--- config.mk ---
export PLATFORM = sky130hd
export DESIGN_NAME = dfpa_fifo
export DESIGN_NICKNAME = d
export VERILOG_FILES = /design/src/rtl/dfpa_fifo.sv
export SDC_FILE = /design/constraint.sdc
export NUM_CORES = 1
export LEC_CHECK = 0
export BUFFER_PORTS_ARGS = -buffer_cell sky130_fd_sc_hd__buf_2
export CORE_AREA = 2 2 45 47
export DETAILED_ROUTE_END_ITERATION = 10
export DIE_AREA = 0 0 47 49
export PLACE_DENSITY = 0.72
export SLEW_MARGIN = 30
export SYNTH_ARGS = -nofsm -noshare
export SYNTH_HDL_FRONTEND = slang
export SYNTH_SLANG_ARGS = --single-unit
export TNS_END_PERCENT = 100
--- constraint.sdc ---
create_clock -name clock -period 2.01 [get_ports clock]
set_input_delay 0.201 -clock clock [delete_from_list [all_inputs] [get_ports clock]]
set_output_delay 0.201 -clock clock [all_outputs]
set_load 0.01 [all_outputs]
--- src/rtl/dfpa_fifo.sv ---
// ----------------------------------------------------------------------------
// dfpa_fifo
// Small register queue with push/full and pop/empty sides.
// ----------------------------------------------------------------------------
module dfpa_fifo #(
   parameter int WIDTH = 8,
   parameter int DEPTH = 2
) (
   input  logic             clock,
   input  logic             reset,
   input  logic             push,
   input  logic [WIDTH-1:0] push_data,
   output logic             full,
   input  logic             pop,
   output logic [WIDTH-1:0] pop_data,
   output logic             empty
);
   localparam int PTR_W = (DEPTH > 1) ? $clog2(DEPTH) : 1;
   localparam int CNT_W = $clog2(DEPTH + 1);

   logic [WIDTH-1:0] slot_ff [DEPTH];
   logic [PTR_W-1:0] wr_ptr_ff, wr_ptr_in;
   logic [PTR_W-1:0] rd_ptr_ff, rd_ptr_in;
   logic [CNT_W-1:0] count_ff, count_in;
   logic             do_push, do_pop;

   assign full     = (count_ff == CNT_W'(DEPTH));
   assign empty    = (count_ff == '0);
   assign do_push  = push && !full;
   assign do_pop   = pop && !empty;
   assign pop_data = slot_ff[rd_ptr_ff];

   always_comb begin
      wr_ptr_in = wr_ptr_ff;
      rd_ptr_in = rd_ptr_ff;
      count_in  = count_ff;
      if (do_push) begin
         wr_ptr_in = (wr_ptr_ff == PTR_W'(DEPTH - 1)) ? '0 : wr_ptr_ff + 1'b1;
      end
      if (do_pop) begin
         rd_ptr_in = (rd_ptr_ff == PTR_W'(DEPTH - 1)) ? '0 : rd_ptr_ff + 1'b1;
      end
      if (do_push && !do_pop) begin
         count_in = count_ff + 1'b1;
      end else if (do_pop && !do_push) begin
         count_in = count_ff - 1'b1;
      end
   end

   always_ff @(posedge clock) begin
      if (reset) begin
         wr_ptr_ff <= '0;
         rd_ptr_ff <= '0;
         count_ff  <= '0;
      end else begin
         wr_ptr_ff <= wr_ptr_in;
         rd_ptr_ff <= rd_ptr_in;
         count_ff  <= count_in;
      end
   end

   always_ff @(posedge clock) begin
      if (do_push) begin
         slot_ff[wr_ptr_ff] <= push_data;
      end
   end

   a_count_bound: assert property (@(posedge clock) disable iff (reset)
      count_ff <= CNT_W'(DEPTH))
      else $error("fifo count above depth");

   a_count_push: assert property (@(posedge clock) disable iff (reset)
      (do_push && !do_pop) |=> (count_ff == $past(count_ff) + 1'b1))
      else $error("fifo count missed a push");

endmodule

# Word-level counts from Yosys, hierarchy flattened
# Memories as Yosys holds them, arrays and structs flattened. A register that Yosys moved wholly into a read port is not among the register bits.
# Cells that the tools add are included.
dict set report totals {
  ff_bits 4
  ram_bits 16
  in_bits 12
  word_cells 27
  n_memories 1
}
# name depth width rd rd_ports_with_merged_regs write_ports line_no
set memory_table {}
lappend memory_table {slot_ff 2 8 1 1 1 21} ;# logic [WIDTH-1:0] slot_ff [DEPTH];
dict set report classes {
  addsub 4
  eq_ne 1
  n_mux 8
  n_reduce_logical 10
}
# operator count
set op_table {}
lappend op_table {{2-to-1 mux 1 bit} 6}
lappend op_table {{logical AND 1 bit} 4}
lappend op_table {{zero test 1 bit} 4}
lappend op_table {{2-to-1 mux 2 bit} 2}
lappend op_table {{adder 1 bit, second input constant} 2}
lappend op_table {{adder 2 x 1 -> 2 bit, second input constant} 1}
lappend op_table {{equality test 2 bit, second input constant} 1}
lappend op_table {{zero test 2 bit} 1}
lappend op_table {{nonzero test 2 bit} 1}
lappend op_table {{subtractor 2 x 1 -> 2 bit, second input constant} 1}

# Depth between registers and ports, before layout
# Gate-level depths: netlist (run 1).
dict set report logic_depth {
  ltp_word 7
  ltp_mapped 6
}

# Worst setup path before layout (run 1)
# Ideal clock, no wire load.
dict set report synth_path {
  path_type {reg-to-reg}
  startpoint {reg count_ff[1]}
  endpoint {reg count_ff[1]}
  setup_time_ns 0.070
  t_arrival_ns 1.422
  slack_ns 0.518
  stages_incl_launch_ff 6
  path_buffers 0
  period_less_slack_ns 1.492
  path_cell_list {dfxtp_1 -> nor2b_2 -> nor2_1 -> ha_1 -> or3_1 -> a21oi_1}
}
dict set report synth_between {
  elab_chain_cells 6
}
# item line_no
set synth_rtl {}
lappend synth_rtl {{from (decl)} 24} ;# logic [CNT_W-1:0] count_ff, count_in;
lappend synth_rtl {{from (signal assigned)} 58} ;# count_ff <= count_in;
lappend synth_rtl {{equality test 2 bit *} 27} ;# assign full = (count_ff == CNT_W'(DEPTH));
lappend synth_rtl {{named net full} 13} ;# output logic full,
lappend synth_rtl {{zero test 1 bit *} 29} ;# assign do_push = push && !full;
lappend synth_rtl {{logical AND 1 bit *} 29}
lappend synth_rtl {{zero test 1 bit} 45} ;# end else if (do_pop && !do_push) begin
lappend synth_rtl {{logical AND 1 bit} 45}
lappend synth_rtl {{nonzero test 2 bit (no source line)} --}
# Mark *: on every way through the listed nets, which the timed path passes. The rest lies on a longest branch. The select of a mux whose other input is x is not followed.
# A chain may end at the register's enable or synchronous reset.

# Final worst setup path (run 1)
dict set report layout_path {
  startpoint {reg count_ff[0]}
  endpoint {reg count_ff[1]}
}
dict set report layout_between {
  elab_chain_cells 6
}
# item line_no
set layout_rtl {}
lappend layout_rtl {{equality test 2 bit / zero test 2 bit (equally long branches)} {27, 28}}
lappend layout_rtl {{zero test 1 bit, on equally long branches} {29, 30}}
lappend layout_rtl {{logical AND 1 bit, on equally long branches} {29, 30}}
lappend layout_rtl {{zero test 1 bit, on equally long branches} {45, 43}}
lappend layout_rtl {{logical AND 1 bit, on equally long branches} {45, 43}}
lappend layout_rtl {{nonzero test 2 bit (no source line) / 2-to-1 mux 2 bit (equally long branches)} --}
# Parallel ways exist; a longest one is shown, timed or not. The select of a mux whose other input is x is not followed.

==> impl_metrics.ini, run 1 <==
[setup_path]
cp.required_ns = 2.24
end_kind = flop
worstPathMaxFanout = 5
r2r_cells = 4
crit_type = flop to flop
cp.arrival_ns = 1.82
critPathLaunchType = flop

[synth]
yosysTopAreaCell = edfxtp_1
syn_area_um2 = 793
synth_top_cells_by_area = edfxtp_1, dfxtp_1, mux2_2
ys_types = 13
synth-edff-count = 16
async_flop_share = 0
syn_nets = 63
synth_most_common_cell = edfxtp_1
synth_ff_type = edfxtp_1
syn_avg_cell_area_um2 = 15.9
synth-seq-cells = 21
yosysWarnings = 0
seq_area_frac_synth = 0.732
yosysTopAreaCellShare = 0.606
synth_commonest_cells = edfxtp_1, mux2_2, dfxtp_1, nor2_1
syn_inst = 50

[pwr]
power_frac_seq = 0.536
p_leak_nw = 0.381
power.share.combinational = 0.298
sw_frac_of_total = 0.301
vdd_ir_drop_max_mv = 0.662
p_per_area_nw_per_um2 = 1200
power.switching_mw = 0.344
internal-power_mw = 0.798
pwr-share-clk = 0.166

[finish]
final_nets = 88
finalInstanceArea_um2 = 955
fill_cells = 179
drive_gt1_frac = 0.459
area_growth_pct = 20.3
utilization = 0.518
diodes = 0

[timing]
fmax_mhz = 631
finClkSkew_ns = 0.00551
layout_setup_ws_ns = 0.426
layout_worst_path_cycle_share = 0.788
finalHoldViolCount = 0
slew_headroom = 0.730
worstMarginPinSlew_ns = 0.404
finalMaxSlewViolations = 0
rsz0062_at_grt = no
tns_ns = 0
final-setup-viol-count = 0
fin_crit_ns = 1.58

[clocking]
cts_made_buffers = 3
postCtsSetupBuffers = 0
cts_root_buf = clkbuf_4
post_cts_resized = 0
clkSlewWorstSetupHoldPaths_ns = 0.11
clk_latency_ns = 0.29
cts-htree-levels = 1
hold_buffers = 0
cts_buffer_depth = 2
tritoncts = yes
clock-sinks = 21

[floorplan]
start_util = 0.431
ios = 22
die_w_um = 47
die_h_um = 49
die-area_um2 = 2300
rows = 16
core_um2 = 1840

[min_path]
hold_path_depth = 1
min_path_type = primary input to flop

[run]
max_cap_viol_count = 0

[placed_design]
dpl_cell_area_um2 = 927
place_hpwl_um = 862
finalWeightedCongestion = 0.649
post-place-ws_ns = 0.440
port_buffers = 21

[grt]
grt_max_degree = 13
grt-ovfl-total = 0
grt_pass1_wl_mm = 1.77
antenna_found_initial = 0
grt_pass1_vias = 456
grt_usage = 0.110

[routing]
via_count = 457
wl_per_cell_um = 11.2
dr.pass1.iters = 4
vias_per_cell = 4.52
finalWirelength_mm = 1.14
drt_iter0_markers = 13
ant_nets = 0
drc = 0

[run_status]
status = completed
registers in the layout (all words and copies together), names as in the netlist, named ones only:
register,flops
slot_ff,16
count_ff,2
rd_ptr_ff,1
wr_ptr_ff,1
cell usage in the layout (no fill, tap or decap):
master / n
buf_2: 21
edfxtp_1: 16
mux2_2: 8
nor2_1: 5
dfxtp_1: 5
o21ai_0: 3
xor2_1: 3
clkbuf_4: 3
inv_1: 2
or3_1: 2
a21oi_1: 2
nor2b_2: 1
and2_1: 1
ha_1: 1
clkinv_2: 1
worst max-delay path, stage by stage, from the launching register on:
cell     delay, ns
dfxtp_1       0.38
o21ai_0       0.31
ha_1          0.32
or3_1         0.37
a21oi_1       0.14
per-layer routing:
| layer | wire, um | share of wire | GRT usage | up-vias |
|---|---|---|---|---|
| met4 | 10 | 0.0088 | 0.0556 | 0 |
| met1 | 458 | 0.40 | 0.106 | 212 |
| li1 | - | - | - | 228 |
| met5 | 0 | 0 | 0 | - |
| met3 | 89 | 0.078 | 0.0481 | 2 |
| met2 | 577 | 0.51 | 0.187 | 15 |
final cells by class:
cell class	count	area [um^2]	share of cell area
clock inverter	1	5.00	0.00524
multi-input combinational	26	200	0.210
timing repair buffer	21	105	0.110
tap	27	33.8	0.0354
sequential	21	581	0.608
clock buffer	3	22.5	0.0236
inverter	2	7.51	0.00786
power groups by stage:
stage / Sequential (mW) / Combinational (mW) / Clock (mW)
after floorplan: 0.591 / 0.256 / 0
after global placement: 0.616 / 0.333 / 0
after detailed placement: 0.623 / 0.345 / 0
after CTS: 0.613 / 0.347 / 0.200
after global routing: 0.622 / 0.376 / 0.218
final: 0.612 / 0.340 / 0.189
worst paths after layout:
path / from / endpoint / slack, ns
hold reg to reg: wr_ptr_ff / wr_ptr_ff / 0.50
hold / removal: push_data[6] / slot_ff[1][6] / 0.09
setup reg to reg: count_ff[0] / count_ff[1] / 0.43
setup / recovery: count_ff[0] / count_ff[1] / 0.43
per-stage QoR:
step | instances | hold WS [ns] | power [mW]
6_report | 101 | 0.0869 | 1.14
5_1_grt | 101 | 0.0607 | 1.22
4_1_cts | 101 | 0.0727 | 1.16
3_5_place_dp | 97 | 0.393 | 0.968
3_3_place_gp | 97 | 0.390 | 0.950
2_1_floorplan | 50 | 0.270 | 0.847
cell families after synthesis:
| family | Yosys count | share of synthesized area |
|---|---|---|
| AO/OA/AOI/OAI | 5 | 0.0315 |
| adder cells (fa/ha/maj) | 1 | 0.0158 |
| buffers and inverters | 3 | 0.0158 |
| flip-flops | 21 | 0.732 |
| multiplexers | 8 | 0.114 |
| AND/OR/NAND/NOR | 9 | 0.0584 |
| XOR/XNOR | 3 | 0.0331 |
No activity file was read; power rests on OpenSTA's default activity.
==> run 2: changes to the inputs <==
- CORE_AREA: 2 2 45 47 -> 2 2 46 48
- DIE_AREA: 0 0 47 49 -> 0 0 48 50
- clock period: 2.01 -> 1.4 ns (I/O delays scaled with it)
==> run 2 against run 1 <==
The run now ends with negative setup slack left. Clock power is 51% higher. Critical path depth rose by 2. Non-clock buffer count is 7 higher. Fmax increased by 13%. Sequential power grew 47%. Critical path type unchanged.
==> impl_metrics.ini, run 2 (synthesis gave the netlist of run 1 again) <==
[finish]
layout_common_cells = buf_2, edfxtp_1, buf_4, mux2_2, nor2_1
largest_reg_flops = 16
final_cells = 108
top_register = slot_ff
drive_gt1_frac = 0.580
area_growth_pct = 34.7
fill_cells = 158
reg.largest.list = slot_ff: 16 flops, count_ff: 2 flops
final_common_cell = buf_2
diodes = 0
finalInstanceArea_um2 = 1070
final_nets = 95

[grt]
grt_pass1_vias = 473
antenna_found_initial = 0
grt_max_degree = 13
grt_usage = 0.121
grt_pass1_wl_mm = 1.95
grt-ovfl-total = 0

[run_status]
violations = negative setup slack
status = finished with violations

[clocking]
hold_buffers = 0
tritoncts = yes
cts-htree-levels = 1
cts_root_buf = clkbuf_4
cts_made_buffers = 3
clkSlewWorstSetupHoldPaths_ns = 0.11
clk_latency_ns = 0.30
cts_buffer_depth = 2
clock-sinks = 21

[placed_design]
dpl_cell_area_um2 = 970
finalWeightedCongestion = 0.679
port_buffers = 21
post-place-ws_ns = -0.0443
place_hpwl_um = 821
placedCellCount = 100

[setup_path]
r2r_end = count_ff[1]
critPathLaunchType = flop
end_kind = flop
worstPathMaxFanout = 3
regToRegStartpoint = count_ff[1]
r2r_cells = 6
r2r_setup_slack_ns = -0.006
cp.arrival_ns = 1.65
cp.required_ns = 1.64
crit_type = flop to flop

[floorplan]
rows = 16
ios = 22
core_um2 = 1900
start_util = 0.417
die_h_um = 50
die-area_um2 = 2400
die_w_um = 48

[pwr]
total_power_mw = 1.89
p_per_area_nw_per_um2 = 1760
vdd_ir_drop_max_mv = 0.870
p_leak_nw = 0.436

[min_path]
hold_end = slot_ff[1][0]
hold_path_depth = 1
min_path_type = primary input to flop
hold_start = push_data[0]

[timing]
layout_setup_ws_ns = -0.00648
fin_crit_ns = 1.41
rsz0062_at_grt = yes
fmax_mhz = 711
slew_headroom = 0.868
finalHoldViolCount = 0
layout_worst_path_cycle_share = 1.00
tns_ns = -0.00648
final-setup-viol-count = 1
finalMaxSlewViolations = 0
finClkSkew_ns = 0.00266
worstMarginPinSlew_ns = 0.197

[routing]
ant_nets = 0
drt_iter0_markers = 10
finalWirelength_mm = 1.25
via_count = 504
vias_per_cell = 4.67
dr.pass1.iters = 4
drc = 0
wl_per_cell_um = 11.6

[run]
max_cap_viol_count = 0
## run 2: cell count changes in the layout (fill, tap and decap cells not counted), sizes merged
cell	delta
buf	+7
## run 2: what timing repair did
action	in CTS	in global routing
cloned	0	0
endpoints found under the setup margin	9	5
buffers inserted	4	0
gates resized for setup	3	7
pin swaps	1	3
## run 2: critical path, cell delays in order (launching register included)
cell	delay, ns
dfxtp_2	0.37
nor2b_4	0.19
nor2_4	0.05
ha_4	0.15
xor2_1	0.14
or3_1	0.31
a21oi_1	0.14
## run 2: layout make-up
type / count / area (um^2) / area share
inverter: 2 / 7.51 / 0.00703
multi-input combinational: 26 / 240 / 0.225
sequential: 21 / 589 / 0.552
clock buffer: 3 / 22.5 / 0.0211
timing repair buffer: 28 / 170 / 0.159
tap: 27 / 33.8 / 0.0316
clock inverter: 1 / 5.00 / 0.00468
## run 2: per-layer routing
metal,GRT usage,wire (um)
met5,0,0
met1,0.143,544
met3,0.0366,67
met4,0.0946,27
met2,0.176,614
## run 2: worst max-delay path by stage
stage                      from     endpoint  cells past startpoint
floorplan           count_ff[1]  count_ff[1]                      5
global placement    count_ff[1]  count_ff[1]                      5
detailed placement  count_ff[1]  count_ff[1]                      5
CTS                 count_ff[1]  count_ff[1]                      6
global route        count_ff[1]  count_ff[1]                      6
finish              count_ff[1]  count_ff[1]                      6
## run 2: stage by stage
stage | hold WS [ns] | utilization
after floorplan | 0.202 | -
after global placement | 0.328 | 0.510
after detailed placement | 0.332 | 0.510
after CTS | 0.00889 | 0.543
after global routing | 0.00493 | 0.562
final | 0.0181 | 0.562
## run 2: power breakdown
part	total (mW)	switching, mW	leakage (nW)	internal [mW]
Clock	0.286	0.179	0.0177	0.107
Combinational	0.700	0.300	0.226	0.400
Sequential	0.899	0.0878	0.192	0.811
Total	1.89	0.567	0.436	1.32
