File: src/rtl/dfpa_pkg.sv
// ----------------------------------------------------------------------------
// dfpa_pkg
// Shared types, codes and decimal constant tables for the decimal
// fixed-point accumulator.
// ----------------------------------------------------------------------------
package dfpa_pkg;

   localparam int FIELD_INT_W = 48;
   localparam int FRAC_W      = 30;
   localparam int PREC_W      = 4;
   localparam int KIND_W      = 3;
   localparam int PEND_W      = 3;
   localparam int ACT_W       = 2;
   localparam int WORK_INT_W  = 64;
   localparam int RECIP_W     = 33;
   localparam int MID_DEPTH   = 4;
   localparam int RSP_DEPTH   = 2;

   // input item kinds
   localparam logic [KIND_W-1:0] KIND_LOAD   = 3'd0;
   localparam logic [KIND_W-1:0] KIND_CLEAR  = 3'd1;
   localparam logic [KIND_W-1:0] KIND_ADD    = 3'd2;
   localparam logic [KIND_W-1:0] KIND_SUB    = 3'd3;
   localparam logic [KIND_W-1:0] KIND_MUL    = 3'd4;
   localparam logic [KIND_W-1:0] KIND_DIV    = 3'd5;
   localparam logic [KIND_W-1:0] KIND_ASSIGN = 3'd6;

   // pending operation codes
   localparam logic [PEND_W-1:0] PEND_ASSIGN = 3'd0;
   localparam logic [PEND_W-1:0] PEND_ADD    = 3'd1;
   localparam logic [PEND_W-1:0] PEND_SUB    = 3'd2;
   localparam logic [PEND_W-1:0] PEND_MUL    = 3'd3;
   localparam logic [PEND_W-1:0] PEND_DIV    = 3'd4;

   // work classes handed from front to back
   localparam logic [ACT_W-1:0] ACT_NONE        = 2'd0;
   localparam logic [ACT_W-1:0] ACT_SET_OPERAND = 2'd1;
   localparam logic [ACT_W-1:0] ACT_RUN         = 2'd2;

   typedef struct packed {
      logic [KIND_W-1:0]             kind;
      logic signed [FIELD_INT_W-1:0] load_int;
      logic [FRAC_W-1:0]             load_frac;
      logic [PREC_W-1:0]             load_prec;
   } req_type;

   typedef struct packed {
      logic signed [FIELD_INT_W-1:0] acc_int;
      logic [FRAC_W-1:0]             acc_frac;
      logic [PREC_W-1:0]             acc_prec;
      logic [PEND_W-1:0]             pending_op;
      logic signed [FIELD_INT_W-1:0] operand_int;
      logic [FRAC_W-1:0]             operand_frac;
      logic [PREC_W-1:0]             operand_prec;
   } rsp_type;

   typedef struct packed {
      logic [ACT_W-1:0]      action;
      logic [PEND_W-1:0]     new_pending;
      logic [WORK_INT_W-1:0] value_int;
      logic [FRAC_W-1:0]     value_frac;
      logic [PREC_W-1:0]     value_prec;
   } work_type;

   function automatic logic [FRAC_W-1:0] pow_ten(input logic [PREC_W-1:0] p);
      logic [FRAC_W-1:0] v;
      unique case (p)
         4'd0:    v = 30'd1;
         4'd1:    v = 30'd10;
         4'd2:    v = 30'd100;
         4'd3:    v = 30'd1000;
         4'd4:    v = 30'd10000;
         4'd5:    v = 30'd100000;
         4'd6:    v = 30'd1000000;
         4'd7:    v = 30'd10000000;
         4'd8:    v = 30'd100000000;
         4'd9:    v = 30'd1000000000;
         default: v = 30'd1;
      endcase
      return v;
   endfunction

   // floor(2^32 / 10^p); the quotient estimate is at most one low
   function automatic logic [RECIP_W-1:0] recip_ten(input logic [PREC_W-1:0] p);
      logic [RECIP_W-1:0] v;
      unique case (p)
         4'd0:    v = 33'h1_0000_0000;
         4'd1:    v = 33'd429496729;
         4'd2:    v = 33'd42949672;
         4'd3:    v = 33'd4294967;
         4'd4:    v = 33'd429496;
         4'd5:    v = 33'd42949;
         4'd6:    v = 33'd4294;
         4'd7:    v = 33'd429;
         4'd8:    v = 33'd42;
         4'd9:    v = 33'd4;
         default: v = 33'h1_0000_0000;
      endcase
      return v;
   endfunction

endpackage

File: src/rtl/dfpa_front.sv
// ----------------------------------------------------------------------------
// dfpa_front
// Classifies input items and normalizes loaded values: splits an oversized
// fraction into integer carry and remainder over three pipeline stages.
// ----------------------------------------------------------------------------
module dfpa_front #(
   parameter int MAX_PREC = 9
) (
   input  logic               clock,
   input  logic               reset,
   input  logic               in_valid,
   output logic               in_ready,
   input  dfpa_pkg::req_type  in_data,
   output logic               out_valid,
   input  logic               out_ready,
   output dfpa_pkg::work_type out_data
);
   import dfpa_pkg::*;

   localparam int PROD_W = FRAC_W + RECIP_W;
   localparam int REM_W  = 32;

   logic                  advance;

   logic [ACT_W-1:0]      cls_action;
   logic [PEND_W-1:0]     cls_pend;
   logic [WORK_INT_W-1:0] cls_int;
   logic [FRAC_W-1:0]     cls_frac;
   logic [PREC_W-1:0]     cls_prec;

   logic                  s1_valid_ff;
   logic [ACT_W-1:0]      s1_action_ff;
   logic [PEND_W-1:0]     s1_pend_ff;
   logic [WORK_INT_W-1:0] s1_int_ff;
   logic [FRAC_W-1:0]     s1_frac_ff;
   logic [PREC_W-1:0]     s1_prec_ff;
   logic [PROD_W-1:0]     s1_prod;

   logic                  s2_valid_ff;
   logic [ACT_W-1:0]      s2_action_ff;
   logic [PEND_W-1:0]     s2_pend_ff;
   logic [WORK_INT_W-1:0] s2_int_ff;
   logic [FRAC_W-1:0]     s2_frac_ff;
   logic [PREC_W-1:0]     s2_prec_ff;
   logic [FRAC_W-1:0]     s2_quot_ff, s2_quot_in;
   logic [REM_W-1:0]      s2_back;
   logic [REM_W-1:0]      s2_rem;

   logic                  s3_valid_ff;
   logic [ACT_W-1:0]      s3_action_ff;
   logic [PEND_W-1:0]     s3_pend_ff;
   logic [WORK_INT_W-1:0] s3_int_ff;
   logic [PREC_W-1:0]     s3_prec_ff;
   logic [FRAC_W-1:0]     s3_quot_ff;
   logic [REM_W-1:0]      s3_rem_ff;
   logic [REM_W-1:0]      s3_lim;
   logic                  s3_fix;
   logic [REM_W-1:0]      s3_rem_fixed;
   logic [FRAC_W:0]       s3_quot_fixed;

   // the whole front moves together; it halts only when its last stage is blocked
   assign advance  = !s3_valid_ff || out_ready;
   assign in_ready = advance;

   always_comb begin
      cls_action = ACT_NONE;
      cls_pend   = PEND_ASSIGN;
      cls_int    = '0;
      cls_frac   = '0;
      cls_prec   = PREC_W'(MAX_PREC);
      unique case (in_data.kind)
         KIND_LOAD: begin
            cls_action = ACT_SET_OPERAND;
            cls_int    = WORK_INT_W'(in_data.load_int);
            cls_frac   = in_data.load_frac;
            cls_prec   = (in_data.load_prec > PREC_W'(MAX_PREC)) ? PREC_W'(MAX_PREC)
                                                                 : in_data.load_prec;
         end
         KIND_CLEAR: begin
            cls_action = ACT_SET_OPERAND;
         end
         KIND_ADD, KIND_SUB, KIND_MUL, KIND_DIV: begin
            cls_action = ACT_RUN;
            cls_pend   = in_data.kind - 3'd1;
         end
         KIND_ASSIGN: begin
            cls_action = ACT_RUN;
            cls_pend   = PEND_ASSIGN;
         end
         default: begin
            cls_action = ACT_NONE;
         end
      endcase
   end

   // stage 1: quotient estimate by reciprocal multiply
   assign s1_prod    = PROD_W'(s1_frac_ff) * PROD_W'(recip_ten(s1_prec_ff));
   assign s2_quot_in = s1_prod[32 +: FRAC_W];

   // stage 2: remainder of the estimate, below twice the divisor
   assign s2_back = REM_W'(s2_quot_ff) * REM_W'(pow_ten(s2_prec_ff));
   assign s2_rem  = REM_W'(s2_frac_ff) - s2_back;

   // stage 3: one correction step, then fold the quotient into the integer part
   assign s3_lim        = REM_W'(pow_ten(s3_prec_ff));
   assign s3_fix        = (s3_rem_ff >= s3_lim);
   assign s3_rem_fixed  = s3_fix ? s3_rem_ff - s3_lim : s3_rem_ff;
   assign s3_quot_fixed = (FRAC_W + 1)'(s3_quot_ff) + (FRAC_W + 1)'(s3_fix);

   assign out_valid            = s3_valid_ff;
   assign out_data.action      = s3_action_ff;
   assign out_data.new_pending = s3_pend_ff;
   assign out_data.value_int   = s3_int_ff + WORK_INT_W'(s3_quot_fixed);
   assign out_data.value_frac  = s3_rem_fixed[FRAC_W-1:0];
   assign out_data.value_prec  = s3_prec_ff;

   always_ff @(posedge clock) begin
      if (reset) begin
         s1_valid_ff <= 1'b0;
         s2_valid_ff <= 1'b0;
         s3_valid_ff <= 1'b0;
      end else if (advance) begin
         s1_valid_ff <= in_valid;
         s2_valid_ff <= s1_valid_ff;
         s3_valid_ff <= s2_valid_ff;
      end
   end

   always_ff @(posedge clock) begin
      if (advance) begin
         s1_action_ff <= cls_action;
         s1_pend_ff   <= cls_pend;
         s1_int_ff    <= cls_int;
         s1_frac_ff   <= cls_frac;
         s1_prec_ff   <= cls_prec;

         s2_action_ff <= s1_action_ff;
         s2_pend_ff   <= s1_pend_ff;
         s2_int_ff    <= s1_int_ff;
         s2_frac_ff   <= s1_frac_ff;
         s2_prec_ff   <= s1_prec_ff;
         s2_quot_ff   <= s2_quot_in;

         s3_action_ff <= s2_action_ff;
         s3_pend_ff   <= s2_pend_ff;
         s3_int_ff    <= s2_int_ff;
         s3_prec_ff   <= s2_prec_ff;
         s3_quot_ff   <= s2_quot_ff;
         s3_rem_ff    <= s2_rem;
      end
   end

endmodule

File: config.mk
export PLATFORM = sky130hd
export DESIGN_NAME = dfpa_front
export DESIGN_NICKNAME = d
export VERILOG_FILES = /design/src/rtl/dfpa_pkg.sv /design/src/rtl/dfpa_front.sv
export SDC_FILE = /design/constraint.sdc
export NUM_CORES = 2
export LEC_CHECK = 0
export BUFFER_PORTS_ARGS = -buffer_cell sky130_fd_sc_hd__buf_4
export CAP_MARGIN = 15
export CORE_UTILIZATION = 35
export DETAILED_ROUTE_END_ITERATION = 8
export GPL_TIMING_DRIVEN = 0
export PLACE_DENSITY = 0.46
export SLEW_MARGIN = 25
export SYNTH_ARGS = -nofsm -noshare
export SYNTH_HDL_FRONTEND = slang
export SYNTH_SLANG_ARGS = --single-unit
File: constraint.sdc
create_clock -name clock -period 17 [get_ports clock]
set_input_delay 1.7 -clock clock [delete_from_list [all_inputs] [get_ports clock]]
set_output_delay 1.7 -clock clock [all_outputs]
set_load 0.02 [all_outputs]
## Word-level counts from Yosys, hierarchy flattened

Memory sizes are Yosys's and may differ from the RTL's. A register that Yosys moved wholly into a read port is not among the register bits.
Index checks and enable logic that the tools add are counted.

| storage, ports and cells | value |
|---|---|
| register bits | 326 |
| ROM bits | 1408 |
| input port bits | 89 |
| memories kept | 3 |

| cells by class | value |
|---|---|
| $add $sub $neg | 5 |
| $mul | 2 |
| $lt $le $gt $ge | 2 |
| eq/ne operators | 6 |
| muxes and demuxes | 6 |
| bitwise logic cells | 1 |
| reduce and logical (&&, ||, !) cells | 7 |

Memories:

| name | depth | width | rd ports | clocked after memory_dff | write ports | line | text |
|---|---|---|---|---|---|---|---|
| (no name shown) | 16 | 30 | 1 | 1 | 0 | dfpa_pkg.sv:67 | `unique case (p)` |
| (no name shown) | 16 | 30 | 1 | 1 | 0 | dfpa_pkg.sv:67 |  |
| (no name shown) | 16 | 28 | 1 | 1 | 0 | dfpa_pkg.sv:86 | `unique case (p)` |

Operators with widths:

| cell | count |
|---|---|
| $add 64x31->64 | 1 |
| $mul 30x33->62 | 1 |
| $ge 32x30->1 | 1 |
| $mul 30x30->32 | 1 |
| $sub 30x32->32 | 1 |
| $add 30x1->31 | 1 |
| $mux 30 | 1 |
| $sub 30x30->30 | 1 |
| $mux 4 | 4 |
| $eq 3x3->1 const B | 3 |
| $eq 3x2->1 const B | 2 |
| $reduce_or 5->1 | 1 |
| $gt 4x4->1 const B | 1 |
| $pmux 2 s2 | 1 |
| $reduce_or 2->1 | 2 |
| $reduce_or 4->1 | 1 |
| $eq 3x1->1 const B | 1 |
| $logic_not 3->1 | 1 |
| $sub 3x1->3 const B | 1 |
| $logic_not 1->1 | 1 |
| $logic_or 1x1->1 | 1 |
| $not 1->1 | 1 |

## Depth between registers and ports, before layout

| logic depth | value |
|---|---|
| depth after elaboration | 5 |
| gate-level depth with buffers | 32 |
| gate-level depth less buffers | 31 |

## Worst setup path before layout

Ideal clock, no wire load.

| path | value |
|---|---|
| path type | input to register |
| from | input out_ready |
| to | register s3_lim[8] (netlist name) |
| data arrival time | 14.480 ns |
| data required time | 16.875 ns |
| path slack | 2.395 ns |
| stages on the path | 9 |
| path buffers | 1 |
| cells stage by stage | nor2b_1 > inv_1 > buf_1 > mux2i_1 > ha_1 > nand2_1 > inv_1 > or2_2 > a31o_2 |

| on the way | value |
|---|---|
| word-level cells in the longest chain between the ends | 2 |

RTL lines:

| what | line | text |
|---|---|---|
| start, declared | dfpa_front.sv:15 | `input logic out_ready,` |
| $logic_or 1x1->1 | dfpa_front.sv:62 | `assign advance = !s3_valid_ff \|\| out_ready;` |
| named net in_ready | dfpa_front.sv:12 | `output logic in_ready,` |
| $mux 4 (no source line) | - |  |

The timed path passes the listed nets, and every way through them passes these cells.
A chain may end at the register's enable or synchronous reset.

==> metrics <==
status completed; Critical Path Sink out_data[80]; row count 150; ranking of synthesized cells by area fa_1 39%, edfxtp_1 16%, ha_1 11%; R2R Setup Slk ~6.4 ns; Critical Path Fanout Max 10; # setup viols final 0; clk_lat worst skew about 0.63 ns; top-area cell type share of the netlist area 39.0%; share of layout cells above drive strength 1 5.45%; Die Height 414 um; Top Ports 194; Worst EP arrival ~9 ns; slowest CP cell a221oi_2; max cap viols 0; RSZ-0062 raised after global routing no; cell mode on critical path a21oi_1; pin count of the biggest net entering global routing 33; PnR Total Power roughly 0.0061 W; Layout Cells excl Fill 8307; Syn Area/Cell 10.3 um2; crit path capture type primary output; area of the multi-input gates between 0.04 and 0.05 mm2; clk sink count ~390; sequential share of the synthesized area 18.7%; total core area around 0.17 mm2; Syn Nets 7559; hold path start s1_int_ff[38]; Synth warnings 0; fillcell total about 17000; Mapped Area roughly 0.059 mm2; setup_tns 0 ns; CP peak stage delay about 0.74 ns; number of flops mapped to enable cells by yosys 323; fraction of registers with async set/reset 0%; total die area roughly 0.17 mm2; clock root cell clkbuf_16; GRT overflow 0; fin crit period 10.84 ns; Reg2Reg Launch Point s1_frac_ff[23]; fmax a little over 90 MHz; cell taking the most area after synthesis fa_1; Mapped Cells 5786; Starting Density a little over a third; Min-Delay Path Class register to register; final hold violation count 0; commonest non-fill, non-tap cells in the layout 1300 x inv_1, 1158 x fa_1, 787 x and2_1; TritonCTS clock tree yes; commonest non-fill, non-tap cell in the layout inv_1; initial antenna violation count 30; pwr/cell area around 93 mW/mm2; CTS Buf Count 45; Clk pin slew, worst setup/hold paths roughly 0.060 ns; Detailed Place HPWL approximately 180 mm; vias per inst 4.84; post_cts resized 0; drt wl/cell roughly 24 um; total iterations of the first detailed-routing run 6; CP Data Required Time between 15 and 20 ns; area taken by flip-flops and latches about 0.011 mm2; dpl cells approximately 8200; Worst Skew between 0.04 and 0.05 ns; r2r endpoint s2_quot_ff[29]; CTS HTree Levels 2; DR DRC count 0; Longest Clk Path Bufs 3; CP Class register to primary output; via count 40200; startpoint types register; first-pass GRT wire length between 200 and 300 mm; Synth-to-Final Area Change 10.4%; Starting DRT DRC Count 2582; worst-margin pin slew ~1.1 ns; count of cell types in the netlist 72; drt total wl around 200 mm; slew margin rel. roughly a quarter; VDD IR-drop max ~0.24 mV; Pleak about 33 nW; Post-synth top flop edfxtp_1; Die X ~410 um; GRT Total Usage between 20 and 25%; vias in the first global route roughly 43000; Final period util between 60% and 70%; Worst Reg2Reg Path Length in Cells 28; # hold bufs at CTS 0; crit path from s3_rem_ff[0]; nets@finish roughly 7800; Routed Antenna Nets 0; number of port buffers slightly below 200; Post-CTS Setup Repair Bufs 0; flop and latch count out of synthesis 393; global placer's final weighted congestion a little over 0.9; Slew Viols, Final 0
-- routing by layer --
metal  up-vias  routed length [um]  part of all wire [%]  track usage (%)
li1      18000                   -                     -                -
met1     20900               87600                    43             32.6
met2      1085               97500                    48             41.2
met3       219                9980                   4.9             2.58
met4         4                8400                   4.1             8.28
met5         -                  23                 0.011                0
-- worst min path at each step --
stage                            to  slack, ns  cells past startpoint
floorplan           s2_action_ff[0]       0.40                      0
global placement      s2_int_ff[47]       0.40                      0
detailed placement    s2_int_ff[31]       0.40                      0
CTS                   s2_int_ff[36]       0.41                      0
global route          s2_int_ff[36]       0.41                      0
finish                s2_int_ff[38]       0.41                      0
-- worst max-delay path: cells and delay by family (launching register included) --
family                     cells  cell delay (ns)
DFF                            1             0.37
buffers and inverters          4             0.90
adders and majority gates      4             1.45
AOI/OAI and AO/OA             22             5.53
and+or+nand+nor                2             0.12
xor gates and xnor gates       1             0.14
-- power by group --
part / switching, W / internal (W) / total (W)
registers: 0.0000984 / 0.00126 / 0.00136
clock network: 0.000433 / 0.000571 / 0.00100
logic: 0.00232 / 0.00138 / 0.00370
total: 0.00286 / 0.00321 / 0.00607
-- area by class of cell --
type / count / share of cell area (%)
multi-input combinational: 3866 / 64.9
sequential: 393 / 16.9
inverter: 1300 / 7.44
tap: 2204 / 4.21
timing repair buffer: 207 / 2.71
clock buffer: 48 / 1.73
buffer: 227 / 1.34
clock inverter: 35 / 0.592
antenna: 27 / 0.103
-- per-stage QoR --
step	hold WS (ns)	setup WS, ns	cell area [um2]	utilization [%]
6_report	0.414	6.16	65600	39.1
5_1_grt	0.413	5.58	65500	39.1
4_1_cts	0.414	6.02	65500	39.0
3_5_place_dp	0.405	6.16	64000	38.1
3_3_place_gp	0.401	-5.64	63600	37.9
2_1_floorplan	0.400	2.39	59400	-
-- synthesized netlist by cell type (all sizes together), types with 30 or more instances --
cell    number
ha         526
o21ai       80
o21a        36
edfxtp     323
nor2b       34
inv       1300
and2       787
a21oi      104
xnor2      131
dfxtp       70
nor2       115
a21o        49
clkbuf     217
mux2        30
fa        1158
nand2      525
xor2        53
-- logic make-up after synthesis --
| kind of cell | count (synthesis) | share of synthesized area, % |
|---|---|---|
| AOI/OAI and AO/OA | 363 | 3.99 |
| xor gates and xnor gates | 184 | 2.71 |
| adders and majority gates | 1685 | 50.1 |
| buffers and inverters | 1527 | 9.66 |
| DFF | 393 | 18.7 |
| muxes | 41 | 0.754 |
| and+or+nand+nor | 1593 | 14.1 |
Note: power is estimated with default switching activity, not from simulation.
