## src/rtl/dfpa_pkg.sv

```systemverilog
// ----------------------------------------------------------------------------
// dfpa_pkg
// Shared types, codes and decimal constant tables for the decimal
// fixed-point accumulator.
// ----------------------------------------------------------------------------
package dfpa_pkg;

   localparam int FIELD_INT_W = 48;
   localparam int FRAC_W      = 30;
   localparam int PREC_W      = 4;
   localparam int KIND_W      = 3;
   localparam int PEND_W      = 3;
   localparam int ACT_W       = 2;
   localparam int WORK_INT_W  = 64;
   localparam int RECIP_W     = 33;
   localparam int MID_DEPTH   = 4;
   localparam int RSP_DEPTH   = 2;

   // input item kinds
   localparam logic [KIND_W-1:0] KIND_LOAD   = 3'd0;
   localparam logic [KIND_W-1:0] KIND_CLEAR  = 3'd1;
   localparam logic [KIND_W-1:0] KIND_ADD    = 3'd2;
   localparam logic [KIND_W-1:0] KIND_SUB    = 3'd3;
   localparam logic [KIND_W-1:0] KIND_MUL    = 3'd4;
   localparam logic [KIND_W-1:0] KIND_DIV    = 3'd5;
   localparam logic [KIND_W-1:0] KIND_ASSIGN = 3'd6;

   // pending operation codes
   localparam logic [PEND_W-1:0] PEND_ASSIGN = 3'd0;
   localparam logic [PEND_W-1:0] PEND_ADD    = 3'd1;
   localparam logic [PEND_W-1:0] PEND_SUB    = 3'd2;
   localparam logic [PEND_W-1:0] PEND_MUL    = 3'd3;
   localparam logic [PEND_W-1:0] PEND_DIV    = 3'd4;

   // work classes handed from front to back
   localparam logic [ACT_W-1:0] ACT_NONE        = 2'd0;
   localparam logic [ACT_W-1:0] ACT_SET_OPERAND = 2'd1;
   localparam logic [ACT_W-1:0] ACT_RUN         = 2'd2;

   typedef struct packed {
      logic [KIND_W-1:0]             kind;
      logic signed [FIELD_INT_W-1:0] load_int;
      logic [FRAC_W-1:0]             load_frac;
      logic [PREC_W-1:0]             load_prec;
   } req_type;

   typedef struct packed {
      logic signed [FIELD_INT_W-1:0] acc_int;
      logic [FRAC_W-1:0]             acc_frac;
      logic [PREC_W-1:0]             acc_prec;
      logic [PEND_W-1:0]             pending_op;
      logic signed [FIELD_INT_W-1:0] operand_int;
      logic [FRAC_W-1:0]             operand_frac;
      logic [PREC_W-1:0]             operand_prec;
   } rsp_type;

   typedef struct packed {
      logic [ACT_W-1:0]      action;
      logic [PEND_W-1:0]     new_pending;
      logic [WORK_INT_W-1:0] value_int;
      logic [FRAC_W-1:0]     value_frac;
      logic [PREC_W-1:0]     value_prec;
   } work_type;

   function automatic logic [FRAC_W-1:0] pow_ten(input logic [PREC_W-1:0] p);
      logic [FRAC_W-1:0] v;
      unique case (p)
         4'd0:    v = 30'd1;
         4'd1:    v = 30'd10;
         4'd2:    v = 30'd100;
         4'd3:    v = 30'd1000;
         4'd4:    v = 30'd10000;
         4'd5:    v = 30'd100000;
         4'd6:    v = 30'd1000000;
         4'd7:    v = 30'd10000000;
         4'd8:    v = 30'd100000000;
         4'd9:    v = 30'd1000000000;
         default: v = 30'd1;
      endcase
      return v;
   endfunction

   // floor(2^32 / 10^p); the quotient estimate is at most one low
   function automatic logic [RECIP_W-1:0] recip_ten(input logic [PREC_W-1:0] p);
      logic [RECIP_W-1:0] v;
      unique case (p)
         4'd0:    v = 33'h1_0000_0000;
         4'd1:    v = 33'd429496729;
         4'd2:    v = 33'd42949672;
         4'd3:    v = 33'd4294967;
         4'd4:    v = 33'd429496;
         4'd5:    v = 33'd42949;
         4'd6:    v = 33'd4294;
         4'd7:    v = 33'd429;
         4'd8:    v = 33'd42;
         4'd9:    v = 33'd4;
         default: v = 33'h1_0000_0000;
      endcase
      return v;
   endfunction

endpackage

```

## src/rtl/dfpa_back.sv

```systemverilog
// ----------------------------------------------------------------------------
// dfpa_back
// Holds the accumulator, operand and pending operation; executes one
// classified item per cycle while out_ready holds; emits the resulting state.
// ----------------------------------------------------------------------------
module dfpa_back #(
   parameter int INT_WIDTH = 48,
   parameter int MAX_PREC  = 9
) (
   input  logic               clock,
   input  logic               reset,
   input  logic               in_valid,
   output logic               in_ready,
   input  dfpa_pkg::work_type in_data,
   output logic               out_valid,
   input  logic               out_ready,
   output dfpa_pkg::rsp_type  out_data
);
   import dfpa_pkg::*;

   localparam int SCL_W = 32;

   logic                 fire;

   logic [INT_WIDTH-1:0] acc_int_ff, acc_int_in;
   logic [FRAC_W-1:0]    acc_frac_ff, acc_frac_in;
   logic [PREC_W-1:0]    acc_prec_ff, acc_prec_in;
   logic [INT_WIDTH-1:0] operand_int_ff, operand_int_in;
   logic [FRAC_W-1:0]    operand_frac_ff, operand_frac_in;
   logic [PREC_W-1:0]    operand_prec_ff, operand_prec_in;
   logic [PEND_W-1:0]    pending_ff, pending_in;

   logic [PREC_W-1:0]    prec_max;
   logic [SCL_W-1:0]     acc_scaled;
   logic [SCL_W-1:0]     opd_scaled;
   logic [SCL_W-1:0]     lim;
   logic [SCL_W-1:0]     sum;
   logic                 carry;
   logic                 borrow;
   logic [SCL_W-1:0]     add_frac;
   logic [SCL_W-1:0]     sub_frac;
   logic [INT_WIDTH-1:0] add_int;
   logic [INT_WIDTH-1:0] sub_int;
   logic [WORK_INT_W-1:0] acc_int_wide;
   logic [WORK_INT_W-1:0] operand_int_wide;

   assign fire      = in_valid && out_ready;
   assign in_ready  = out_ready;
   assign out_valid = in_valid;

   // both fractions brought to the finer precision; each stays below 10^prec_max
   assign prec_max   = (acc_prec_ff > operand_prec_ff) ? acc_prec_ff : operand_prec_ff;
   assign acc_scaled = SCL_W'(acc_frac_ff) * SCL_W'(pow_ten(prec_max - acc_prec_ff));
   assign opd_scaled = SCL_W'(operand_frac_ff) * SCL_W'(pow_ten(prec_max - operand_prec_ff));
   assign lim        = SCL_W'(pow_ten(prec_max));

   assign sum      = acc_scaled + opd_scaled;
   assign carry    = (sum >= lim);
   assign borrow   = (acc_scaled < opd_scaled);
   assign add_frac = carry ? sum - lim : sum;
   assign sub_frac = borrow ? acc_scaled + lim - opd_scaled : acc_scaled - opd_scaled;
   assign add_int  = acc_int_ff + operand_int_ff + INT_WIDTH'(carry);
   assign sub_int  = acc_int_ff - operand_int_ff - INT_WIDTH'(borrow);

   always_comb begin
      acc_int_in      = acc_int_ff;
      acc_frac_in     = acc_frac_ff;
      acc_prec_in     = acc_prec_ff;
      operand_int_in  = operand_int_ff;
      operand_frac_in = operand_frac_ff;
      operand_prec_in = operand_prec_ff;
      pending_in      = pending_ff;
      if (fire) begin
         unique case (in_data.action)
            ACT_SET_OPERAND: begin
               operand_int_in  = in_data.value_int[INT_WIDTH-1:0];
               operand_frac_in = in_data.value_frac;
               operand_prec_in = in_data.value_prec;
            end
            ACT_RUN: begin
               pending_in = in_data.new_pending;
               unique case (pending_ff)
                  PEND_ASSIGN: begin
                     acc_int_in  = operand_int_ff;
                     acc_frac_in = operand_frac_ff;
                     acc_prec_in = operand_prec_ff;
                  end
                  PEND_ADD: begin
                     acc_int_in  = add_int;
                     acc_frac_in = add_frac[FRAC_W-1:0];
                     acc_prec_in = prec_max;
                  end
                  PEND_SUB: begin
                     acc_int_in  = sub_int;
                     acc_frac_in = sub_frac[FRAC_W-1:0];
                     acc_prec_in = prec_max;
                  end
                  default: begin
                     // mul and div are recorded but never carried out
                     acc_int_in = acc_int_ff;
                  end
               endcase
            end
            default: begin
               pending_in = pending_ff;
            end
         endcase
      end
   end

   always_ff @(posedge clock) begin
      if (reset) begin
         acc_int_ff      <= '0;
         acc_frac_ff     <= '0;
         acc_prec_ff     <= PREC_W'(MAX_PREC);
         operand_int_ff  <= '0;
         operand_frac_ff <= '0;
         operand_prec_ff <= PREC_W'(MAX_PREC);
         pending_ff      <= PEND_ASSIGN;
      end else begin
         acc_int_ff      <= acc_int_in;
         acc_frac_ff     <= acc_frac_in;
         acc_prec_ff     <= acc_prec_in;
         operand_int_ff  <= operand_int_in;
         operand_frac_ff <= operand_frac_in;
         operand_prec_ff <= operand_prec_in;
         pending_ff      <= pending_in;
      end
   end

   assign acc_int_wide     = WORK_INT_W'($signed(acc_int_in));
   assign operand_int_wide = WORK_INT_W'($signed(operand_int_in));

   assign out_data.acc_int      = acc_int_wide[FIELD_INT_W-1:0];
   assign out_data.acc_frac     = acc_frac_in;
   assign out_data.acc_prec     = acc_prec_in;
   assign out_data.pending_op   = pending_in;
   assign out_data.operand_int  = operand_int_wide[FIELD_INT_W-1:0];
   assign out_data.operand_frac = operand_frac_in;
   assign out_data.operand_prec = operand_prec_in;

   a_acc_frac_range: assert property (@(posedge clock) disable iff (reset)
      SCL_W'(acc_frac_ff) < SCL_W'(pow_ten(acc_prec_ff)))
      else $error("accumulator fraction not below ten to its precision");

   a_opd_frac_range: assert property (@(posedge clock) disable iff (reset)
      SCL_W'(operand_frac_ff) < SCL_W'(pow_ten(operand_prec_ff)))
      else $error("operand fraction not below ten to its precision");

   a_prec_range: assert property (@(posedge clock) disable iff (reset)
      (acc_prec_ff <= PREC_W'(MAX_PREC)) && (operand_prec_ff <= PREC_W'(MAX_PREC)))
      else $error("precision above maximum");

   a_mul_div_hold: assert property (@(posedge clock) disable iff (reset)
      (fire && (in_data.action == ACT_RUN) &&
       ((pending_ff == PEND_MUL) || (pending_ff == PEND_DIV)))
      |=> ($stable(acc_int_ff) && $stable(acc_frac_ff) && $stable(acc_prec_ff)))
      else $error("pending mul or div changed the accumulator");

endmodule

```

## config.mk

```make
export PLATFORM = sky130hd
export DESIGN_NAME = dfpa_back
export DESIGN_NICKNAME = d
export VERILOG_FILES = /design/src/rtl/dfpa_pkg.sv /design/src/rtl/dfpa_back.sv
export SDC_FILE = /design/constraint.sdc
export NUM_CORES = 2
export LEC_CHECK = 0
export ABC_AREA = 1
export BUFFER_PORTS_ARGS = -buffer_cell sky130_fd_sc_hd__buf_2
export CORE_MARGIN = 1.5
export CORE_UTILIZATION = 40
export CTS_BUF_LIST = sky130_fd_sc_hd__clkbuf_2 sky130_fd_sc_hd__clkbuf_4 sky130_fd_sc_hd__clkbuf_8
export DETAILED_ROUTE_END_ITERATION = 12
export PLACE_DENSITY = 0.61
export SYNTH_ARGS = -nofsm -noshare
export SYNTH_HDL_FRONTEND = slang
export SYNTH_SLANG_ARGS = --single-unit
```

## constraint.sdc

```tcl
create_clock -name clock -period 13.9 [get_ports clock]
set_input_delay 0.695 -clock clock [delete_from_list [all_inputs] [get_ports clock]]
set_output_delay 0.695 -clock clock [all_outputs]
set_load 0.005 [all_outputs]
```

# Word level (Yosys, flattened, before mapping)
# Memories as Yosys holds them, arrays and structs flattened.
# Index checks and enable logic that the tools add are counted.
classes:
  shifts: 0
  div_mod_pow: 0
  bitwise: 0
  n_mul: 2
  n_addsub: 11
  muxes: 20
  n_lt_le_gt_ge: 3
  n_eq_ne: 4
  n_reduce_logical: 3
ops:
  columns: ["operator", "n"]
  rows:
  - ["$mux W48", 4]
  - ["$mux W30", 6]
  - ["$pmux W48 S3", 1]
  - ["$pmux W30 S3", 1]
  - ["$sub A30 B30 Y30", 3]
  - ["$mul A30 B30 Y32", 2]
  - ["$add A48 B1 Y48", 1]
  - ["$add A48 B48 Y48", 1]
  - ["$sub A48 B1 Y48", 1]
  - ["$sub A48 B48 Y48", 1]
  - ["$add A32 B32 Y32", 1]
  - ["$ge A32 B30 Y1", 1]
  - ["$lt A32 B32 Y1", 1]
  - ["$add A30 B30 Y30", 1]
  - ["$mux W4", 5]
  - ["$pmux W4 S2", 1]
  - ["$sub A4 B4 Y4", 2]
  - ["$mux W3", 2]
  - ["$gt A4 B4 Y1", 1]
  - ["$eq A3 B1 Y1 const B", 1]
  - ["$eq A3 B2 Y1 const B", 1]
  - ["$logic_not A3 Y1", 1]
  - ["$eq A2 B1 Y1 const B", 1]
  - ["$eq A2 B2 Y1 const B", 1]
  - ["2 further kinds", 2]
word_totals:
  out_inout_bits: 169
  in_bits: 107
  reg_bits: 167
  latchBits: 0
  wordCells: 53
  memories: 3
  ramBits: 0
  romBits: 1440
mem_list:
  columns: ["memory", "depth", "word_bits", "read_ports", "rd_ports_with_merged_regs", "wr", "line", "source"]
  rows:
  - ["(no name shown)", 16, 30, 1, 0, 0, "dfpa_pkg.sv:67", "unique case (p)"]
  - ["(no name shown)", 16, 30, 1, 0, 0, "dfpa_pkg.sv:67", null]
  - ["(no name shown)", 16, 30, 1, 0, 0, "dfpa_pkg.sv:67", null]

# Depth between registers and ports, before layout
# An unclocked memory read counts as a cell.
logic_depth:
  ltp_word: 11
  depth_mapped: 89
  mapped_depth_nobuf: 86

# Least setup slack after synthesis
# Ideal clock, no wire load.
synth_path:
  path_kind: "reg-to-output"
  from: "reg operand_prec_ff[1]"
  to: "out out_data[155] in the netlist's numbering"
  required_time_ns: 13.205
  arrival_time_ns: 14.115
  path_slack_ns: -0.910
  stages_incl_launch_ff: 81
  path_buffers: 4
  cell_sequence: "dfxtp_1 > inv_1 > ha_1 > nand2_1 > nand2_1 > nand2_1 > nand2_2 > nand2_4 > o21ai_0 > inv_1 > ha_1 > fa_1 > or2_1 > nand2_1 > buf_2 > inv_1 > o21ai_0 > nor2_2 > [45 not listed] > inv_1 > fa_1 > fa_1 > inv_1 > a31o_2 > nand2_1 > o211ai_1 > a21oi_1 > o21bai_1 > nand2_1 > nand2_1 > nand2_1 > nand2_1 > nand2_1 > nand3_1 > o211ai_1 > o21ai_0 > inv_1"
synth_lines:
  columns: ["element", "line", "source"]
  rows:
  - ["start, declared", "dfpa_back.sv:30", "logic [PREC_W-1:0] operand_prec_ff, operand_prec_in;"]
  - ["start signal, assigned", "dfpa_back.sv:118", "operand_prec_ff <= PREC_W'(MAX_PREC);"]
  - ["start signal, assigned", "dfpa_back.sv:126", "operand_prec_ff <= operand_prec_in;"]
  - ["end, declared", "dfpa_back.sv:17", "output dfpa_pkg::rsp_type out_data"]

==> metrics.log <==
[metrics] worst hold slack after final layout: 0.251 ns
[metrics] total congestion overflow after global routing: 0
[metrics] standard-cell row count: 134
[metrics] Fill cells: 13200
[metrics] final WL: 232 mm
[metrics] commonest cells after routing, fill and taps aside: 1808 x sky130_fd_sc_hd__inv_1, 1239 x sky130_fd_sc_hd__nand2_1, 989 x sky130_fd_sc_hd__buf_4
[metrics] RSZ-0062 raised after global routing: yes
[metrics] final layout net count: 10400
[metrics] num ports: 276
[metrics] global-route wire length before repair: 347 mm
[metrics] largest net degree at the start of global routing: 71
[metrics] Synth Area per Inst: 6.98 sq um
[metrics] sequential power share: 0.054
[metrics] violations in the final reports: design-rule violations, negative setup slack
[metrics] fin area: 0.0707 sq mm
[metrics] portion of the clock cycle consumed by the worst path in the final layout: 1.09
[metrics] register clock-pin slew on the reported worst setup and hold paths: 0.19 ns
[metrics] area growth from synthesis to layout: 30.9%
[metrics] HPWL reported at the end of detailed placement: 194 mm
[metrics] post-detailed-route DRC marker count: 2
[metrics] number of setup violations in the final report: 47
[metrics] most area-consuming cells after synthesis: sky130_fd_sc_hd__fa_1 32%, sky130_fd_sc_hd__inv_1 13%, sky130_fd_sc_hd__ha_1 12%
[metrics] area after detailed placement: 0.0639 sq mm
[metrics] worst IR drop on VDD: 255 uV
[metrics] startpoint kind of the worst setup timing path: flop
[metrics] maximum clock frequency: 66.1 MHz
[metrics] combinational group share of total power: 0.900
[metrics] depth of the most critical reg-to-reg path: 80
[metrics] via count of the first global-routing pass: 56100
[metrics] internal power: 0.00431 W
[metrics] leading cell type in the layout, fill and taps excluded: sky130_fd_sc_hd__inv_1
[metrics] endpoint arrival time on the critical path: 14.43 ns
[metrics] actual transition at the worst max-transition pin: 1.18 ns
[metrics] Synth Register Bits: 167
[metrics] clock insertion delay at the later pin of the skew report: 0.73 ns
[metrics] share of final-layout standard cells stronger than drive strength 1: 0.252
[metrics] global placement routability congestion: 1.01
[metrics] buffer depth of the longest clock path: 2
[metrics] endpoints failing hold: 0
[metrics] cell depth of the worst setup path: 82
[metrics] crit end category: output pin
[metrics] total via count in the routed design: 55600
[metrics] cell with the biggest individual delay on the critical path: sky130_fd_sc_hd__fa_2
[metrics] worst clock skew: 0.0734 ns
[metrics] post-synthesis instance total: 7730
[metrics] Slew Limit Fails: 0
[metrics] clock buffers created by TritonCTS: 17
[metrics] Data required, critical path: 13.20 ns
[metrics] Synth Warn #: 0
[metrics] Synth cell types: 63
[metrics] most frequent CP cell: sky130_fd_sc_hd__nand2_1
[metrics] cell family contributing the most delay on the critical path: adder cells
[metrics] Netlist Area Pre-Place: 0.0540 sq mm
[metrics] antenna violations before repair: 5
[metrics] min setup slack post-route: -1.23 ns
[metrics] TritonCTS clock tree: done
[metrics] Detailed Route Iter0 Violations: 4404
[metrics] clock root buffer: sky130_fd_sc_hd__clkbuf_8
[metrics] classification of the worst-slack hold path: input pin to flop
[metrics] post-synthesis sequential area ratio: 0.0619
[metrics] result of the run: finished with violations
[metrics] Die Y: 370 microns
[metrics] number of H-tree levels: 4
[metrics] switching part of the total: 0.555
[metrics] overall routing resource usage: 0.338
[metrics] Largest stage delay, worst path: 0.64 ns
[metrics] worst path buffer plus inverter count: 23
[metrics] Sum Neg Setup Slack: -34.97 ns
[metrics] flop2flop setup slack: 0 ns
[metrics] clock network fraction of design power: 0.046
[metrics] post-synthesis net count: 9203
[metrics] vias per cell: 5.19
[metrics] dominant cell type by area after synthesis: sky130_fd_sc_hd__fa_1
[metrics] Min Clock Period, post-route: 15.13 ns
[metrics] worst setup path category: flop to output pin
[metrics] power density over the cells: 137 mW/mm^2
[metrics] iteration count of the initial detailed-routing pass: 10
[metrics] routed len/inst: 21.6 microns
[metrics] max-cap viol count: 0
[metrics] Hold Crit Depth: 3
[metrics] net switching component of the power: 0.00538 W
[metrics] standard cell core area: 0.134 sq mm
[metrics] I/O Buffers: 259
[metrics] Yosys top cell area share: 0.317
[metrics] highest fanout seen on the critical path: 5
[metrics] chip width: 370 microns
[metrics] starting utilization of the core area: 0.404
[metrics] Leakage: 38.2 nW
[metrics] Sink Count: 167
[metrics] max-slew headroom at the worst pin: 0.206
[metrics] DIE AREA: 0.137 sq mm
[metrics] antenna-violating nets left: 0
[sequential cells by signal, summed over array words and instances (netlist names)]
signal / count
acc_frac_ff: 30
operand_prec_ff: 4
acc_int_ff: 48
operand_int_ff: 48
pending_ff: 3
operand_frac_ff: 30
acc_prec_ff: 4
[final timing paths]
path                                    to                           from
max                          out_data[159]  operand_prec_ff[1]$_SDFF_PP0_
min reg2reg       acc_int_ff[2]$_SDFF_PP0_       acc_int_ff[2]$_SDFF_PP0_
min          operand_frac_ff[7]$_SDFF_PP0_                    in_data[11]
max reg2reg      acc_int_ff[32]$_SDFF_PP0_  operand_prec_ff[1]$_SDFF_PP0_
[what timing repair did]
action,CTS,global route
buffers inserted,164,71
resized for setup,853,335
endpoints found under the setup margin,117,108
hold buffers,0,0
pin swaps,329,223
gates cloned,2,0
[worst reg2reg max path: cells and delay by family, from the launching register on]
| kind | cells | cell delay, ns |
|---|---|---|
| compound gates | 13 | 1.93 |
| xor+xnor | 2 | 0.32 |
| fa+ha+maj | 16 | 6.29 |
| buf+inv | 23 | 2.39 |
| flops | 1 | 0.36 |
| simple gates | 26 | 2.56 |
[layer usage]
metal	up-vias	wire, microns	global-route usage
met2	2175	105000	0.537
met1	27300	100000	0.468
met5	-	13	0
li1	25800	-	-
met4	2	8360	0.116
met3	369	17800	0.0518
[cell usage after synthesis (all sizes together)]
| cell type | instances |
|---|---|
| o31ai | 6 |
| o21bai | 30 |
| nor4 | 17 |
| o2111a | 1 |
| nand2 | 1361 |
| ha | 512 |
| nand4 | 39 |
| a21o | 31 |
| xnor3 | 1 |
| a311oi | 2 |
| xor2 | 118 |
| and3 | 5 |
| a22oi | 6 |
| a31o | 3 |
| a311o | 2 |
| a41oi | 2 |
| xnor2 | 66 |
| inv | 1927 |
| nand3b | 13 |
| a21oi | 487 |
| or2 | 29 |
| a211oi | 11 |
| nand3 | 226 |
| o2111ai | 14 |
| nor2 | 947 |
| a32oi | 4 |
| o22ai | 8 |
| o21a | 20 |
| a221oi | 4 |
| clkinv | 24 |
| fa | 854 |
| clkbuf | 180 |
| o221ai | 7 |
| o311ai | 1 |
| a21boi | 20 |
| buf | 40 |
| o211ai | 29 |
| and2 | 9 |
| dfxtp | 167 |
| a2bb2oi | 1 |
| o21ai | 433 |
| a31oi | 31 |
| nor3 | 42 |
[per-stage QoR]
step                      setup slack, ns  power [W]   util  cells
final                               -1.23    0.00969  0.529  10700
after global routing                -1.75     0.0104  0.529  10700
after CTS                           -1.06    0.00914  0.515  10700
after detailed placement            -1.61    0.00776  0.478  10500
after global placement              -1.50    0.00774  0.478  10500
after floorplan                   0.00361    0.00460      -   7730
[power by group through the flow]
| stage | logic, W | clock network, W | registers, W |
|---|---|---|---|
| floorplan | 0.00408 | 0 | 0.000517 |
| global placement | 0.00721 | 0 | 0.000528 |
| detailed placement | 0.00723 | 0 | 0.000529 |
| CTS | 0.00817 | 0.000453 | 0.000518 |
| global route | 0.00941 | 0.000467 | 0.000521 |
| finish | 0.00873 | 0.000447 | 0.000519 |
[cell type report]
class | instances | area (sq um) | share of cell area
Clock inverter | 15 | 179 | 0.00253
Inverter | 1951 | 7430 | 0.105
Antenna cell | 3 | 7.51 | 0.000106
Timing Repair Buffer | 1389 | 10700 | 0.151
Multi-Input combinational cell | 5392 | 46600 | 0.659
Clock buffer | 17 | 234 | 0.00331
Sequential cell | 167 | 3350 | 0.0474
Tap cell | 1768 | 2210 | 0.0313
[cells by family (layout without fill, tap and decap cells)]
group	Yosys count	after routing	share of synthesized area
DFF	167	167	0.0619
adders and majority gates	1366	1366	0.435
other	0	3	0
AOI/OAI and AO/OA	1153	1153	0.118
buffers and inverters	2171	3372	0.152
and+or+nand+nor	2688	2688	0.202
xor gates and xnor gates	185	185	0.0303
(Power assumes the default switching activity.)
